[src/rtl/core/md5_pkg.sv]
// Shared types, constants and functions for the MD5 digest block.
// Used by md5_ctrl, md5_dpath and the top level md5_message_digest.
// No dependencies.
package md5_pkg;

    // Source of the byte that is appended to the message block.
    localparam logic [1:0] BSEL_DATA = 2'd0;
    localparam logic [1:0] BSEL_MARK = 2'd1;
    localparam logic [1:0] BSEL_ZERO = 2'd2;
    localparam logic [1:0] BSEL_LEN  = 2'd3;

    localparam logic [7:0] PAD_MARK_BYTE = 8'h80;
    localparam logic [5:0] LEN_START_POS = 6'd56;
    localparam logic [5:0] BLOCK_END_POS = 6'd63;
    localparam logic [5:0] LAST_ROUND    = 6'd63;

    // Commands from the controller to the datapath.
    typedef struct packed {
        logic       capture;    // load the input word
        logic       put;        // append one byte at the fill position
        logic [1:0] bsel;       // which byte to append
        logic       load_work;  // copy the chaining value into the working set
        logic       round;      // perform one compression round
        logic [5:0] round_idx;  // round number, 0 to 63
        logic       finish;     // add the working set into the chaining value
        logic       chain_init; // return to the initial chaining value
        logic [1:0] out_idx;    // digest word shown on the output
    } cmd_t;

    // Status from the datapath to the controller.
    typedef struct packed {
        logic pos_end;   // the fill position is the final byte of the block
        logic pos_len;   // the fill position is where the length field starts
    } sts_t;

    function automatic logic [31:0] init_value(input logic [1:0] i);
        logic [31:0] v;
        unique case (i)
            2'd0:    v = 32'h67452301;
            2'd1:    v = 32'hefcdab89;
            2'd2:    v = 32'h98badcfe;
            default: v = 32'h10325476;
        endcase
        return v;
    endfunction

    function automatic logic [4:0] rot_amount(input logic [3:0] i);
        logic [4:0] s;
        unique case (i)
            4'd0:  s = 5'd7;
            4'd1:  s = 5'd12;
            4'd2:  s = 5'd17;
            4'd3:  s = 5'd22;
            4'd4:  s = 5'd5;
            4'd5:  s = 5'd9;
            4'd6:  s = 5'd14;
            4'd7:  s = 5'd20;
            4'd8:  s = 5'd4;
            4'd9:  s = 5'd11;
            4'd10: s = 5'd16;
            4'd11: s = 5'd23;
            4'd12: s = 5'd6;
            4'd13: s = 5'd10;
            4'd14: s = 5'd15;
            default: s = 5'd21;
        endcase
        return s;
    endfunction

    function automatic logic [31:0] rotl32(input logic [31:0] x, input logic [4:0] s);
        logic [63:0] dbl;
        dbl = {x, x} << s;
        return dbl[63:32];
    endfunction

    function automatic logic [31:0] round_const(input logic [5:0] r);
        logic [31:0] k;
        unique case (r)
            6'd0:  k = 32'hd76aa478;  6'd1:  k = 32'he8c7b756;
            6'd2:  k = 32'h242070db;  6'd3:  k = 32'hc1bdceee;
            6'd4:  k = 32'hf57c0faf;  6'd5:  k = 32'h4787c62a;
            6'd6:  k = 32'ha8304613;  6'd7:  k = 32'hfd469501;
            6'd8:  k = 32'h698098d8;  6'd9:  k = 32'h8b44f7af;
            6'd10: k = 32'hffff5bb1;  6'd11: k = 32'h895cd7be;
            6'd12: k = 32'h6b901122;  6'd13: k = 32'hfd987193;
            6'd14: k = 32'ha679438e;  6'd15: k = 32'h49b40821;
            6'd16: k = 32'hf61e2562;  6'd17: k = 32'hc040b340;
            6'd18: k = 32'h265e5a51;  6'd19: k = 32'he9b6c7aa;
            6'd20: k = 32'hd62f105d;  6'd21: k = 32'h02441453;
            6'd22: k = 32'hd8a1e681;  6'd23: k = 32'he7d3fbc8;
            6'd24: k = 32'h21e1cde6;  6'd25: k = 32'hc33707d6;
            6'd26: k = 32'hf4d50d87;  6'd27: k = 32'h455a14ed;
            6'd28: k = 32'ha9e3e905;  6'd29: k = 32'hfcefa3f8;
            6'd30: k = 32'h676f02d9;  6'd31: k = 32'h8d2a4c8a;
            6'd32: k = 32'hfffa3942;  6'd33: k = 32'h8771f681;
            6'd34: k = 32'h6d9d6122;  6'd35: k = 32'hfde5380c;
            6'd36: k = 32'ha4beea44;  6'd37: k = 32'h4bdecfa9;
            6'd38: k = 32'hf6bb4b60;  6'd39: k = 32'hbebfbc70;
            6'd40: k = 32'h289b7ec6;  6'd41: k = 32'heaa127fa;
            6'd42: k = 32'hd4ef3085;  6'd43: k = 32'h04881d05;
            6'd44: k = 32'hd9d4d039;  6'd45: k = 32'he6db99e5;
            6'd46: k = 32'h1fa27cf8;  6'd47: k = 32'hc4ac5665;
            6'd48: k = 32'hf4292244;  6'd49: k = 32'h432aff97;
            6'd50: k = 32'hab9423a7;  6'd51: k = 32'hfc93a039;
            6'd52: k = 32'h655b59c3;  6'd53: k = 32'h8f0ccc92;
            6'd54: k = 32'hffeff47d;  6'd55: k = 32'h85845dd1;
            6'd56: k = 32'h6fa87e4f;  6'd57: k = 32'hfe2ce6e0;
            6'd58: k = 32'ha3014314;  6'd59: k = 32'h4e0811a1;
            6'd60: k = 32'hf7537e82;  6'd61: k = 32'hbd3af235;
            6'd62: k = 32'h2ad7d2bb;  default: k = 32'heb86d391;
        endcase
        return k;
    endfunction

endpackage

[src/rtl/core/md5_message_digest.sv]
// Top level of the MD5 message digest block.
// Instantiates md5_ctrl and md5_dpath; depends on md5_pkg.
//
// Usage. The message arrives on the slave stream as 32-bit words, first byte
// in bits 7:0, each with a count of valid low-order bytes (0 to 4; a count of
// 5 to 7 is treated as 4). s_tlast marks the final word of the message. Each
// word accepted before the final one returns no result; the final word makes
// the block append the 0x80 marker, zero padding and the 64-bit bit length,
// and then present the four digest words A, B, C, D on the master stream,
// with the position of each word alongside and m_tlast on the fourth.
// Flow. The block handles one word at a time: it takes the word and then
// places its valid bytes one by one in the 64-byte block buffer. Each full
// block goes through 64 rounds, one round per cycle in the compression
// engine, and then a fold of the result into the chaining value. Padding
// after the final word places the padding bytes one by one, moves to the
// length field and takes one or two compressions.
// Reset restores the initial chaining value and clears the length count.
// While the receiver stalls, the current digest word holds steady and no new
// message word is accepted until all four digest words have been taken.
module md5_message_digest (
    input  logic        aclk,
    input  logic        aresetn,
    input  logic        s_tvalid,
    output logic        s_tready,
    input  logic [39:0] s_tdata,   // [31:0] data_word, [34:32] valid_bytes, rest zero
    input  logic        s_tlast,   // is_last
    output logic        m_tvalid,
    input  logic        m_tready,
    output logic [39:0] m_tdata,   // [31:0] digest_word, [33:32] word_index, rest zero
    output logic        m_tlast    // last_word
);
    import md5_pkg::*;

    cmd_t        cmd;
    sts_t        sts;
    logic [31:0] digest_word;

    md5_ctrl u_ctrl (
        .aclk     (aclk),
        .aresetn  (aresetn),
        .s_tvalid (s_tvalid),
        .s_tready (s_tready),
        .in_count (s_tdata[34:32]),
        .s_tlast  (s_tlast),
        .m_tvalid (m_tvalid),
        .m_tready (m_tready),
        .m_tlast  (m_tlast),
        .sts      (sts),
        .cmd      (cmd)
    );

    md5_dpath u_dpath (
        .aclk        (aclk),
        .aresetn     (aresetn),
        .in_word     (s_tdata[31:0]),
        .cmd         (cmd),
        .sts         (sts),
        .digest_word (digest_word)
    );

    // The digest word comes straight from the chaining registers, which hold
    // still while the output waits.
    assign m_tdata = {6'b000000, cmd.out_idx, digest_word};

endmodule

[src/rtl/core/md5_ctrl.sv]
// Sequencer for the MD5 digest block: byte feeding, padding, rounds, output.
// Depends on md5_pkg; drives md5_dpath through cmd_t and reads sts_t.
module md5_ctrl (
    input  logic            aclk,
    input  logic            aresetn,
    input  logic            s_tvalid,
    output logic            s_tready,
    input  logic [2:0]      in_count,
    input  logic            s_tlast,
    output logic            m_tvalid,
    input  logic            m_tready,
    output logic            m_tlast,
    input  md5_pkg::sts_t   sts,
    output md5_pkg::cmd_t   cmd
);
    import md5_pkg::*;

    localparam logic [2:0] ST_IDLE = 3'd0;
    localparam logic [2:0] ST_DATA = 3'd1;
    localparam logic [2:0] ST_MARK = 3'd2;
    localparam logic [2:0] ST_ZERO = 3'd3;
    localparam logic [2:0] ST_LEN  = 3'd4;
    localparam logic [2:0] ST_COMP = 3'd5;
    localparam logic [2:0] ST_FIN  = 3'd6;
    localparam logic [2:0] ST_OUT  = 3'd7;

    logic [2:0] state_reg, state_next;
    logic [2:0] ret_reg, ret_next;
    logic [2:0] cnt_reg, cnt_next;
    logic       last_reg, last_next;
    logic [5:0] rnd_reg, rnd_next;
    logic [1:0] idx_reg, idx_next;
    logic [2:0] clamped;
    logic [2:0] after;

    always_ff @(posedge aclk) begin
        if (!aresetn) begin
            state_reg <= ST_IDLE;
            ret_reg   <= ST_IDLE;
            cnt_reg   <= 3'd0;
            last_reg  <= 1'b0;
            rnd_reg   <= 6'd0;
            idx_reg   <= 2'd0;
        end else begin
            state_reg <= state_next;
            ret_reg   <= ret_next;
            cnt_reg   <= cnt_next;
            last_reg  <= last_next;
            rnd_reg   <= rnd_next;
            idx_reg   <= idx_next;
        end
    end

    always_comb begin
        clamped    = (in_count > 3'd4) ? 3'd4 : in_count;
        state_next = state_reg;
        ret_next   = ret_reg;
        cnt_next   = cnt_reg;
        last_next  = last_reg;
        rnd_next   = rnd_reg;
        idx_next   = idx_reg;
        after      = state_reg;
        s_tready   = 1'b0;
        m_tvalid   = 1'b0;
        m_tlast    = 1'b0;
        cmd        = '0;
        cmd.round_idx = rnd_reg;
        cmd.out_idx   = idx_reg;

        unique case (state_reg)
            ST_IDLE: begin
                s_tready = 1'b1;
                if (s_tvalid) begin
                    cmd.capture = 1'b1;
                    cnt_next    = clamped;
                    last_next   = s_tlast;
                    if (clamped != 3'd0) begin
                        state_next = ST_DATA;
                    end else begin
                        state_next = s_tlast ? ST_MARK : ST_IDLE;
                    end
                end
            end
            ST_DATA, ST_MARK, ST_LEN: begin
                cmd.put = 1'b1;
                if (state_reg == ST_DATA) begin
                    cmd.bsel = BSEL_DATA;
                    cnt_next = cnt_reg - 3'd1;
                    if (cnt_reg == 3'd1) begin
                        after = last_reg ? ST_MARK : ST_IDLE;
                    end else begin
                        after = ST_DATA;
                    end
                end else if (state_reg == ST_MARK) begin
                    cmd.bsel = BSEL_MARK;
                    after    = ST_ZERO;
                end else begin
                    cmd.bsel = BSEL_LEN;
                    after    = ST_OUT;
                end
                if (sts.pos_end) begin
                    cmd.load_work = 1'b1;
                    ret_next      = after;
                    rnd_next      = 6'd0;
                    state_next    = ST_COMP;
                end else if (state_reg != ST_LEN) begin
                    state_next = after;
                end
            end
            ST_ZERO: begin
                if (sts.pos_len) begin
                    state_next = ST_LEN;
                end else begin
                    cmd.put  = 1'b1;
                    cmd.bsel = BSEL_ZERO;
                    if (sts.pos_end) begin
                        cmd.load_work = 1'b1;
                        ret_next      = ST_ZERO;
                        rnd_next      = 6'd0;
                        state_next    = ST_COMP;
                    end
                end
            end
            ST_COMP: begin
                cmd.round = 1'b1;
                rnd_next  = rnd_reg + 6'd1;
                if (rnd_reg == LAST_ROUND) begin
                    state_next = ST_FIN;
                end
            end
            ST_FIN: begin
                cmd.finish = 1'b1;
                idx_next   = 2'd0;
                state_next = ret_reg;
            end
            ST_OUT: begin
                m_tvalid = 1'b1;
                m_tlast  = (idx_reg == 2'd3);
                if (m_tready) begin
                    idx_next = idx_reg + 2'd1;
                    if (idx_reg == 2'd3) begin
                        cmd.chain_init = 1'b1;
                        state_next     = ST_IDLE;
                    end
                end
            end
            default: state_next = ST_IDLE;
        endcase
    end

endmodule

[src/rtl/core/md5_dpath.sv]
// Datapath of the MD5 digest block: message block store, length and fill
// counters, one-round-per-cycle compression engine and chaining value.
// Depends on md5_pkg; controlled by md5_ctrl through cmd_t.
module md5_dpath (
    input  logic            aclk,
    input  logic            aresetn,
    input  logic [31:0]     in_word,
    input  md5_pkg::cmd_t   cmd,
    output md5_pkg::sts_t   sts,
    output logic [31:0]     digest_word
);
    import md5_pkg::*;

    logic [31:0] blk_reg [16];
    logic [31:0] chain_reg [4];
    logic [31:0] word_reg;
    logic [60:0] len_reg;
    logic [5:0]  pos_reg;
    logic [31:0] a_reg, b_reg, c_reg, d_reg;

    logic [63:0] len_bits;
    logic [7:0]  put_byte;
    logic [31:0] f;
    logic [3:0]  g;
    logic [3:0]  r4;
    logic [31:0] t_sum;
    logic [31:0] b_new;

    assign len_bits    = {len_reg, 3'b000};
    assign sts.pos_end = (pos_reg == BLOCK_END_POS);
    assign sts.pos_len = (pos_reg == LEN_START_POS);
    assign digest_word = chain_reg[cmd.out_idx];

    always_comb begin
        unique case (cmd.bsel)
            BSEL_DATA: put_byte = word_reg[7:0];
            BSEL_MARK: put_byte = PAD_MARK_BYTE;
            BSEL_ZERO: put_byte = 8'h00;
            default:   put_byte = len_bits[{pos_reg[2:0], 3'b000} +: 8];
        endcase
    end

    // Round function and message word schedule for the current round.
    always_comb begin
        r4 = cmd.round_idx[3:0];
        unique case (cmd.round_idx[5:4])
            2'd0: begin
                f = d_reg ^ (b_reg & (c_reg ^ d_reg));
                g = r4;
            end
            2'd1: begin
                f = c_reg ^ (d_reg & (b_reg ^ c_reg));
                g = r4 * 4'd5 + 4'd1;
            end
            2'd2: begin
                f = b_reg ^ c_reg ^ d_reg;
                g = r4 * 4'd3 + 4'd5;
            end
            default: begin
                f = c_reg ^ (b_reg | ~d_reg);
                g = r4 * 4'd7;
            end
        endcase
        t_sum = a_reg + f + round_const(cmd.round_idx) + blk_reg[g];
        b_new = b_reg + rotl32(t_sum, rot_amount({cmd.round_idx[5:4], cmd.round_idx[1:0]}));
    end

    // Message block: no reset, every byte is written before a round reads it.
    always_ff @(posedge aclk) begin
        if (cmd.put) begin
            blk_reg[pos_reg[5:2]][{pos_reg[1:0], 3'b000} +: 8] <= put_byte;
        end
        if (cmd.capture) begin
            word_reg <= in_word;
        end else if (cmd.put && cmd.bsel == BSEL_DATA) begin
            word_reg <= word_reg >> 8;
        end
    end

    always_ff @(posedge aclk) begin
        if (cmd.load_work) begin
            a_reg <= chain_reg[0];
            b_reg <= chain_reg[1];
            c_reg <= chain_reg[2];
            d_reg <= chain_reg[3];
        end else if (cmd.round) begin
            a_reg <= d_reg;
            d_reg <= c_reg;
            c_reg <= b_reg;
            b_reg <= b_new;
        end
    end

    always_ff @(posedge aclk) begin
        if (!aresetn || cmd.chain_init) begin
            for (int i = 0; i < 4; i++) begin
                chain_reg[i] <= init_value(2'(i));
            end
            len_reg <= '0;
            pos_reg <= '0;
        end else begin
            if (cmd.finish) begin
                chain_reg[0] <= chain_reg[0] + a_reg;
                chain_reg[1] <= chain_reg[1] + b_reg;
                chain_reg[2] <= chain_reg[2] + c_reg;
                chain_reg[3] <= chain_reg[3] + d_reg;
            end
            if (cmd.put) begin
                pos_reg <= pos_reg + 6'd1;
                if (cmd.bsel == BSEL_DATA) begin
                    len_reg <= len_reg + 61'd1;
                end
            end
        end
    end

endmodule
[config.mk]
export PLATFORM = sky130hd
export DESIGN_NAME = md5_message_digest
export DESIGN_NICKNAME = d
export VERILOG_FILES = /design/src/rtl/core/md5_pkg.sv /design/src/rtl/core/md5_message_digest.sv /design/src/rtl/core/md5_ctrl.sv /design/src/rtl/core/md5_dpath.sv
export SDC_FILE = /design/constraint.sdc
export NUM_CORES = 2
export LEC_CHECK = 0
export BUFFER_PORTS_ARGS = -buffer_cell sky130_fd_sc_hd__buf_2
export CAP_MARGIN = 20
export CORE_ASPECT_RATIO = 0.75
export CORE_MARGIN = 1.5
export CORE_UTILIZATION = 54
export CTS_CLUSTER_DIAMETER = 200
export CTS_CLUSTER_SIZE = 8
export DETAILED_ROUTE_END_ITERATION = 8
export HOLD_SLACK_MARGIN = 0.06
export PLACE_DENSITY = 0.7
export SLEW_MARGIN = 20
export SYNTH_ARGS = -nofsm -noshare
export SYNTH_HDL_FRONTEND = slang
export SYNTH_HIERARCHICAL = 1
export SYNTH_SLANG_ARGS = --single-unit
[constraint.sdc]
create_clock -name aclk -period 15.6 [get_ports aclk]
set_input_delay 0 -clock aclk [delete_from_list [all_inputs] [get_ports aclk]]
set_output_delay 0 -clock aclk [all_outputs]
set_load 0.1 [all_outputs]
==> run_results.csv <==
group,metric,value,unit
synthesis,synth_ff_type,"edfxtp_1",
pwr,switching_power,3.00,mW
pwr,p_per_area,142,nW/um^2
route,vias_per_cell,6.46,
clock_network,numCtsBuffers,120,
global_routing,grt_pass1_wl,234000,um
global_routing,grt_pass1_vias,37600,
die,die_h,277,um
pwr,swShare,35.5,%
worst_setup_path,worst-path-buf-inv,6,
synthesis,yosysUniqueCellTypes,105,
place,hpwlAfterDp,107000,um
clock_network,cts_sinks,885,
global_routing,grt_max_degree,127,
place,place_inst,5954,
route,first_pass_iters,8,
timing,grt_setup_unrepaired,"no",
route,drt_wl_total,155000,um
synthesis,synthMostInstantiatedCell,"edfxtp_1",
timing,period_needed,12.74,ns
place,io_buffer_count,76,
status,status,"completed",
timing,period_share,81.7,%
flow_run,drv_cap,0,
layout,regArea,25700,um^2
layout,drive_gt1_share,14.4,%
worst_setup_path,cpPeakStageDelay,0.83,ns
worst_setup_path,cp-end-kind,"flop",
timing,worstMarginPinSlew,1.13,ns
die,dieArea,102000,um^2
die,initial_core_util,54.4,%
worst_setup_path,worst-endpoint-required,16.05,ns
timing,finalHoldViolCount,0,
global_routing,grt_util_all_layers,30.2,%
pwr,p_seq_share,35.4,%
global_routing,grt_overflow_total,0,
worst_setup_path,r2r_setup_slack,2.86,ns
worst_setup_path,startpoint,"u_ctrl/rnd_reg[1]",
worst_setup_path,crit_family,"compound AO/OA/AOI/OAI gates",
synthesis,synth.top_cell.area_share,44.5,%
timing,final.setup.worst_slack,2.86,ns
clock_network,cts.clk_slew.worst_paths,0.06,ns
synthesis,synth_area,53900,um^2
timing,timing.fmax,78.5,MHz
layout,stdcell_count,6160,
synthesis,yosys.area.top_type,"edfxtp_1",
synthesis,yosysSeqAreaShare,47.7,%
route,routedWlPerCell,25.1,um
worst_setup_path,path_class,"reg2reg",
synthesis,avgSynthCellArea,11.4,um^2
synthesis,yosysWarnings,6,
pwr,pwr-share-clk,28.0,%
pwr,pwr-share-comb,36.6,%
global_routing,antenna_found_initial,3,
synthesis,async_flop_share,0,%
pwr,ir_worst_vdd,175,uV
synthesis,synth_common_cells,"800 x edfxtp_1, 474 x nor2_1, 348 x nand2_1",
worst_setup_path,critPathArrivalTime,13.18,ns
die,die_w,368,um
synthesis,synth-seq-cells,885,
clock_network,tritoncts,"yes",
clock_network,ctsLongestPathBuffers,3,
timing,final_max_slew_viol_count,0,
hold_path,hold_start,"s_tdata[24]",
pwr,internal-power,5.45,mW
timing,maxSlewHeadroom,24.5,%
synthesis,synthTopCellsByArea,"edfxtp_1 45%, mux4_2 7.4%, ha_1 5.2%, mux2_2 3.5%, nor2_1 3.3%",
layout,multi_input_area,26600,um^2
route,ant_nets,0,
clock_network,root_buffer,"clkbuf_16",
timing,fin_tns_setup,0,ns
pwr,finalPower,8.45,mW
clock_network,cts_htree_levels,3,
worst_setup_path,startpoint_type,"flop",
synthesis,netlist_instances,4741,
clock_network,insertion_delay,0.75,ns
route,route.detailed.drc,0,
layout,largest_reg_flops,512,
die,core,99100,um^2
route,routed-via-count,39800,
die,row_count,100,
pwr,p_leak,21.0,nW
layout,n_fill_cell,7949,
place,place_ws,3.25,ns
hold_path,hold_path.class,"in2reg",
layout,area_delta_synth_final,9.98,%
worst_setup_path,cpMaxStageDelayCell,"and2_4",
timing,finalSetupViolCount,0,
place,gp_congestion,0.972,
route,drt_iter0_drc,4782,
timing,skew,0.0536,ns
worst_setup_path,crit_fanout,50,
synthesis,synth_edf_count,800,
die,ioPinCount,88,
worst_setup_path,r2r-start,"u_ctrl/rnd_reg[1]",
layout,fin_nets,5141,
[cell families (layout without fill, tap and decap cells)]
kind of cell | Yosys count | in the layout | share of synthesized area (%)
and+or+nand+nor | 1277 | 1277 | 10.9
AOI/OAI and AO/OA | 1132 | 1132 | 13.3
DFF | 885 | 885 | 47.7
muxes | 461 | 461 | 13.0
buffers and inverters | 447 | 534 | 3.26
adders and majority gates | 294 | 294 | 7.78
xor gates and xnor gates | 244 | 244 | 4.07
other | 1 | 7 | 0.00695
[power groups by stage]
| stage | clock network (mW) | logic, mW | registers (mW) |
|---|---|---|---|
| finish | 2.37 | 3.09 | 2.99 |
| detailed placement | 0 | 2.98 | 3.03 |
| CTS | 2.41 | 3.01 | 2.99 |
| global route | 2.50 | 3.37 | 3.00 |
| global placement | 0 | 2.92 | 3.03 |
| floorplan | 0 | 2.25 | 2.98 |
[metal layers]
layer  vias up  wire, um  track usage [%]
li1      17900         -                -
met1     19800     69500             47.0
met2      1853     65200             42.7
met3       219     16800             7.12
met4         2      2950             6.48
met5         -        13                0
[path summary, 6_finish.rpt]
check,end,cells past startpoint
max,u_dpath/b_reg[30],42
min,u_dpath/word_reg[24],3
max reg2reg,u_dpath/b_reg[30],42
min reg2reg,u_ctrl/ret_reg[2],2
[layout make-up]
cell class	instances	area share (%)
repair buffers	176	2.19
diodes	1	0.00422
clock buffers	145	5.22
inverters	205	1.31
well taps	1326	2.80
clock inverters	8	0.287
flip-flops and latches	885	43.4
multi-input cells	3414	44.8
[timing repair]
item / in CTS / in global routing
buffers inserted: 0 / 0
endpoints found under the hold margin: 50 / 0
gates resized for setup: 0 / 0
hold buffers: 51 / 0
[tightest hold or removal path: stages]
cell and delay (ns):
dlygate4sd3_1 0.53, buf_2 0.09, and2_1 0.11
[cell usage in the layout, fill, tap and decap left out, types with 21 or more instances in the layout]
master | synthesis | routed
or2_2 | 33 | 32
a211oi_1 | 70 | 70
mux2_2 | 168 | 168
nand4_1 | 21 | 21
buf_2 | 13 | 76
and3_1 | 37 | 37
a21o_1 | 82 | 82
clkbuf_1 | 164 | 25
nor2_1 | 474 | 464
dfxtp_1 | 85 | 79
nand3_1 | 99 | 99
nand2_1 | 348 | 346
fa_1 | 69 | 69
o21a_1 | 38 | 38
ha_1 | 225 | 225
and2_1 | 35 | 35
nor3_1 | 67 | 67
clkbuf_16 | 0 | 120
o21ai_0 | 299 | 297
o211ai_1 | 36 | 36
inv_1 | 198 | 197
a31oi_1 | 57 | 57
nor2b_1 | 40 | 40
dlygate4sd3_1 | 0 | 51
nand2b_1 | 40 | 39
buf_4 | 7 | 46
o31ai_1 | 29 | 28
a21oi_1 | 316 | 315
mux2i_1 | 115 | 115
or3_1 | 36 | 36
mux4_2 | 176 | 176
edfxtp_1 | 800 | 800
xor2_1 | 114 | 113
xnor2_1 | 126 | 124
[per-stage QoR]
stage / area, um^2 / utilization, % / hold WS, ns
5_1_grt: 59300 / 59.8 / 0.0820
3_3_place_gp: 55500 / 56.0 / 0.259
6_report: 59300 / 59.9 / 0.104
4_1_cts: 59300 / 59.8 / 0.0634
2_1_floorplan: 53900 / - / 0.138
3_5_place_dp: 55500 / 56.0 / 0.269
Power figures use the tool's default switching activity.
